**src/hdl/hatt_pkg.sv**
```systemverilog
// hatt_pkg: sizes, types and helpers shared by the hilbert axes-to-transpose block
// no dependencies
`timescale 1ns / 1ps

package hatt_pkg;

	localparam int NUM_AXES     = 9;
	localparam int COORD_WIDTH  = 32;
	localparam int BIT_W        = $clog2(COORD_WIDTH);
	localparam int ORD_W        = 6;
	localparam int UNDO_STAGES  = COORD_WIDTH - 1;
	localparam logic [ORD_W-1:0] ORDER_RESET = ORD_W'(8);

	typedef logic [COORD_WIDTH-1:0] word_t;
	typedef word_t [NUM_AXES-1:0] axes_t;

	// clamp the order register to 1..COORD_WIDTH
	function automatic logic [ORD_W-1:0] eff_order(input logic [ORD_W-1:0] o);
		logic [ORD_W-1:0] r;
		r = o;
		if (o == '0)
			r = ORD_W'(1);
		else if (o > ORD_W'(COORD_WIDTH))
			r = ORD_W'(COORD_WIDTH);
		return r;
	endfunction

endpackage

```
**src/hdl/hatt_gray_stage.sv**
```systemverilog
// hatt_gray_stage: gray encode across the axes, then the final xor correction
// two register stages; depends on hatt_pkg
`timescale 1ns / 1ps

module hatt_gray_stage (
	input  logic                        clk,
	input  logic                        arst_n,
	input  logic [hatt_pkg::ORD_W-1:0]  order,
	input  logic                        in_valid,
	output logic                        in_ready,
	input  hatt_pkg::axes_t             in_axes,
	output logic                        out_valid,
	input  logic                        out_ready,
	output hatt_pkg::axes_t             out_axes
);

	logic            valid_s1;
	logic            valid_s2;
	logic            ready_s1;
	logic            ready_s2;
	hatt_pkg::axes_t gray_nx;
	hatt_pkg::axes_t gray_s1;
	hatt_pkg::axes_t fix_nx;
	hatt_pkg::axes_t fix_s2;
	hatt_pkg::word_t t;

	always_comb begin
		gray_nx[0] = in_axes[0];
		for (int i = 1; i < hatt_pkg::NUM_AXES; i++)
			gray_nx[i] = in_axes[i] ^ gray_nx[i-1];
	end

	// bit j of the correction is the parity of last-axis bits j+1 .. order-1
	always_comb begin
		t = '0;
		for (int j = 0; j < hatt_pkg::COORD_WIDTH; j++)
			for (int b = 0; b < hatt_pkg::COORD_WIDTH; b++)
				if (b > j && b < int'(order))
					t[j] = t[j] ^ gray_s1[hatt_pkg::NUM_AXES-1][b];
		for (int i = 0; i < hatt_pkg::NUM_AXES; i++)
			fix_nx[i] = gray_s1[i] ^ t;
	end

	assign ready_s2  = !valid_s2 || out_ready;
	assign ready_s1  = !valid_s1 || ready_s2;
	assign in_ready  = ready_s1;
	assign out_valid = valid_s2;
	assign out_axes  = fix_s2;

	always_ff @(posedge clk or negedge arst_n) begin
		if (!arst_n) begin
			valid_s1 <= 1'b0;
			valid_s2 <= 1'b0;
		end else begin
			if (ready_s1)
				valid_s1 <= in_valid;
			if (ready_s2)
				valid_s2 <= valid_s1;
		end
	end

	always_ff @(posedge clk) begin
		if (ready_s1 && in_valid)
			gray_s1 <= gray_nx;
		if (ready_s2 && valid_s1)
			fix_s2 <= fix_nx;
	end

endmodule

```
**config.mk**
```make
export PLATFORM = sky130hd
export DESIGN_NAME = hatt_gray_stage
export DESIGN_NICKNAME = d
export VERILOG_FILES = /design/src/hdl/hatt_pkg.sv /design/src/hdl/hatt_gray_stage.sv
export SDC_FILE = /design/constraint.sdc
export NUM_CORES = 1
export LEC_CHECK = 0
export BUFFER_PORTS_ARGS = -buffer_cell sky130_fd_sc_hd__buf_2
export CAP_MARGIN = 15
export CELL_PAD_IN_SITES_DETAIL_PLACEMENT = 0
export CELL_PAD_IN_SITES_GLOBAL_PLACEMENT = 1
export CORE_MARGIN = 2
export CORE_UTILIZATION = 46
export CTS_CLUSTER_SIZE = 16
export DETAILED_ROUTE_END_ITERATION = 12
export HOLD_SLACK_MARGIN = 0.05
export PLACE_DENSITY = 0.9
export SYNTH_ARGS = -nofsm -noshare
export SYNTH_HDL_FRONTEND = slang
export SYNTH_SLANG_ARGS = --single-unit
```
**constraint.sdc**
```tcl
create_clock -name clk -period 9.5 [get_ports clk]
set_input_delay 2.375 -clock clk [delete_from_list [all_inputs] [get_ports clk]]
set_output_delay 2.375 -clock clk [all_outputs]
set_load 0.01 [all_outputs]
```
==> results.yml <==
run_status:
  status: "finished, final reports clean"
pwr:
  seq_power_share_pct: 33.0
  power_frac_comb_pct: 52.4
  power.density_mw_per_mm2: 434
  peakVddDrop_v: 0.000287
  swShare_pct: 32.4
  power_mw: 14.8
  clockPowerShare_pct: 14.6
  p_leak_nw: 14.7
  p_switching_mw: 4.77
  p_int_mw: 9.98
cts:
  htreeDepth: 2
  clk_path_buf_depth: 3
  clk_latency_ps: 620
  numCtsBuffers: 59
  root_buffer: "clkbuf_16"
  cts_hold_buffers: 0
  clkTransAtPathRegs_ps: 60
  post_cts_resized: 0
  clock-sinks: 578
  cts_setup_buffers: 0
  cts_tree: "done"
synthesis:
  synthAdderAreaFrac_pct: 0.0352
  ys_types: 80
  netlist_instances: 1685
  synth-xor-area-share_pct: 31.5
  ys_ff_latch: 578
  syn-cell-area_sq_mm: 0.0284
  synth_flop_cell: "edfxtp_1"
  synth_top_family_by_area: "XOR/XNOR gates"
  synth-async-reset-ratio_pct: 0.346
  yosysSeqAreaShare_pct: 61.0
  syn_avg_cell_area_sq_um: 16.9
  synth_top_area_share_pct: 60.8
  yosys.area_share.simple_pct: 1.77
  ys_warn_count: 0
  synth_compound_area_share_pct: 2.16
  muxShareOfSynthArea_pct: 0.172
  synth_nets: 1983
  yosys-top-cells-area: "edfxtp_1, xnor3_1, xor2_1, xnor2_1, xor3_1"
  synth_edf_count: 576
  synth_largest_area_cell: "edfxtp_1"
floorplan:
  dieArea_sq_mm: 0.0638
  die_width_um: 253
  start_util_pct: 46.3
  core_area_sq_mm: 0.0614
  fp.dieH_um: 253
  ios: 588
  fp-row-count: 91
detailed_routing:
  wirelength_um: 63600
  vias: 15200
  first_pass_iters: 7
  wire_per_inst_um: 20.3
  drtIter0Drc: 944
  drc: 0
  ant_nets: 0
  viasPerCell: 4.87
cells_and_area:
  areaGrowthSynthToFinish_pct: 19.6
  finalNetCount: 2585
  post-route-util_pct: 55.4
  post_route_cells_drive_above_1_share_pct: 31.2
  n_fill_cell: 4825
critical_path:
  critPathMaxStageDelay_ps: 870
  worst-endpoint-required_ps: 9850
  critPathLaunchType: "input pin"
  arrival_ps: 6620
  critPathMaxFanout: 45
  path_common_cell: "xnor2_4"
  cp_cell_sequence: "buf_2, nand2_2, a32oi_2, o22ai_2, xnor2_4, xnor2_4, xnor3_2, buf_4, xor3_1"
  worstSetupPathType: "in -> reg"
  path_buf_inv: 2
  crit_path_top_delay_cell: "xnor2_4"
  worstSetupEndpointType: "flop"
  critPathTopFamily: "XOR/XNOR gates"
flow_run:
  drv_cap: 0
sta:
  rsz0062_at_grt: "false"
  finalHoldViolCount: 0
  drv_slew: 0
  fin_crit_sh_pct: 66.1
  fin_crit_ps: 6280
  slew_headroom_pct: 27.0
  worstMarginPinSlew_ps: 1090
  fin_tns_setup_ps: 0
  fin_worst_skew_ps: 18.4
  setup_viol: 0
  max_freq_mhz: 159
place:
  gp_congestion: 0.853
  dp_hpwl_um: 46200
  port_buffers: 587
grt:
  grt_max_degree: 154
  grtUsageTotal_pct: 19.5
  grt-ovfl-total: 0
  grt_pass1_wl_um: 93800
  antenna_found_initial: 14
  grt_pass1_vias: 16000
worst_hold_path:
  hold_path.class: "reg -> reg"
[power by group through the flow]
stage | Clock [mW] | Sequential [mW] | Combinational [mW]
2_1_floorplan | 0 | 5.19 | 5.73
3_3_place_gp | 0 | 4.90 | 7.48
3_5_place_dp | 0 | 4.92 | 7.85
4_1_cts | 2.21 | 4.89 | 7.86
5_1_grt | 2.29 | 4.95 | 8.36
6_report | 2.15 | 4.87 | 7.73
[Yosys cell counts, drive strengths merged (3+ instances only)]
cell type / count
o21ai: 18
nor2: 20
xor2: 272
nor3b: 4
xnor3: 141
a31oi: 3
nand3: 5
a221oi: 3
o31ai: 3
a21o: 3
xor3: 35
o211ai: 3
mux2i: 3
nor3: 5
o41ai: 3
nand2b: 4
and2: 7
buf: 48
a211oi: 4
a21oi: 10
nand2: 25
inv: 167
xnor2: 256
clkbuf: 12
o22ai: 5
edfxtp: 576
nand3b: 4
o21a: 4
[registers in the layout, summed over array words and instances (netlist names)]
register   count
valid_s1       1
gray_s1      288
out_axes     288
out_valid      1
[area by class of cell]
type	instances	area [sq um]	area share (%)
Antenna cell	8	20.0	0.0589
Inverter	167	627	1.84
Sequential cell	578	17300	51.0
Clock inverter	29	189	0.555
Multi-Input combinational cell	880	10200	29.9
Timing Repair Buffer	601	3080	9.06
Tap cell	790	988	2.91
Clock buffer	74	1580	4.63
[metal layers]
layer / vias up / part of all wire [%] / track usage (%)
met5: - / 0.11 / 0
met4: 12 / 3.5 / 7.19
met3: 135 / 7.1 / 5.11
met2: 549 / 52 / 34.5
met1: 7485 / 38 / 22.8
li1: 7055 / - / -
[cell usage in the layout, fill, tap and decap left out, types with 9 or more instances in the layout]
| master | count |
|---|---|
| buf_2 | 587 |
| xnor2_1 | 240 |
| edfxtp_1 | 576 |
| xnor3_1 | 140 |
| buf_4 | 11 |
| xor3_1 | 35 |
| nor2_1 | 19 |
| inv_1 | 167 |
| o21ai_0 | 10 |
| xnor2_4 | 9 |
| xor2_1 | 264 |
| a21oi_1 | 9 |
| clkbuf_16 | 61 |
| clkinv_1 | 15 |
| nand2_1 | 24 |
| clkbuf_1 | 13 |
[final timing paths]
path | depth (start not counted) | startpoint | slack, ps | end
max | 9 | order[5] | 3220 | out_axes[261]
min | 0 | gray_s1[31] | 420 | out_axes[31]
max reg2reg | 8 | gray_s1[287] | 5060 | out_axes[261]
min reg2reg | 0 | gray_s1[31] | 420 | out_axes[31]
max in group asynchronous | 1 | arst_n | 7870 | out_valid
min in group asynchronous | 1 | arst_n | 1540 | valid_s1
[stage by stage]
stage | hold slack (ps) | area, sq um | setup slack [ps] | instances
3_5_place_dp | 410 | 32200 | 2580 | 3016
2_1_floorplan | 400 | 28400 | 2930 | 1685
4_1_cts | 424 | 34000 | 3220 | 3119
6_report | 422 | 34000 | 3220 | 3127
3_3_place_gp | 402 | 32200 | 2650 | 3016
5_1_grt | 432 | 34000 | 2950 | 3126
[logic make-up after synthesis]
logic type / after synthesis
buffers and inverters: 227
AOI/OAI and AO/OA: 78
DFF: 578
muxes: 4
xor gates and xnor gates: 704
adders and majority gates: 1
and+or+nand+nor: 93
(Power assumes the default switching activity.)
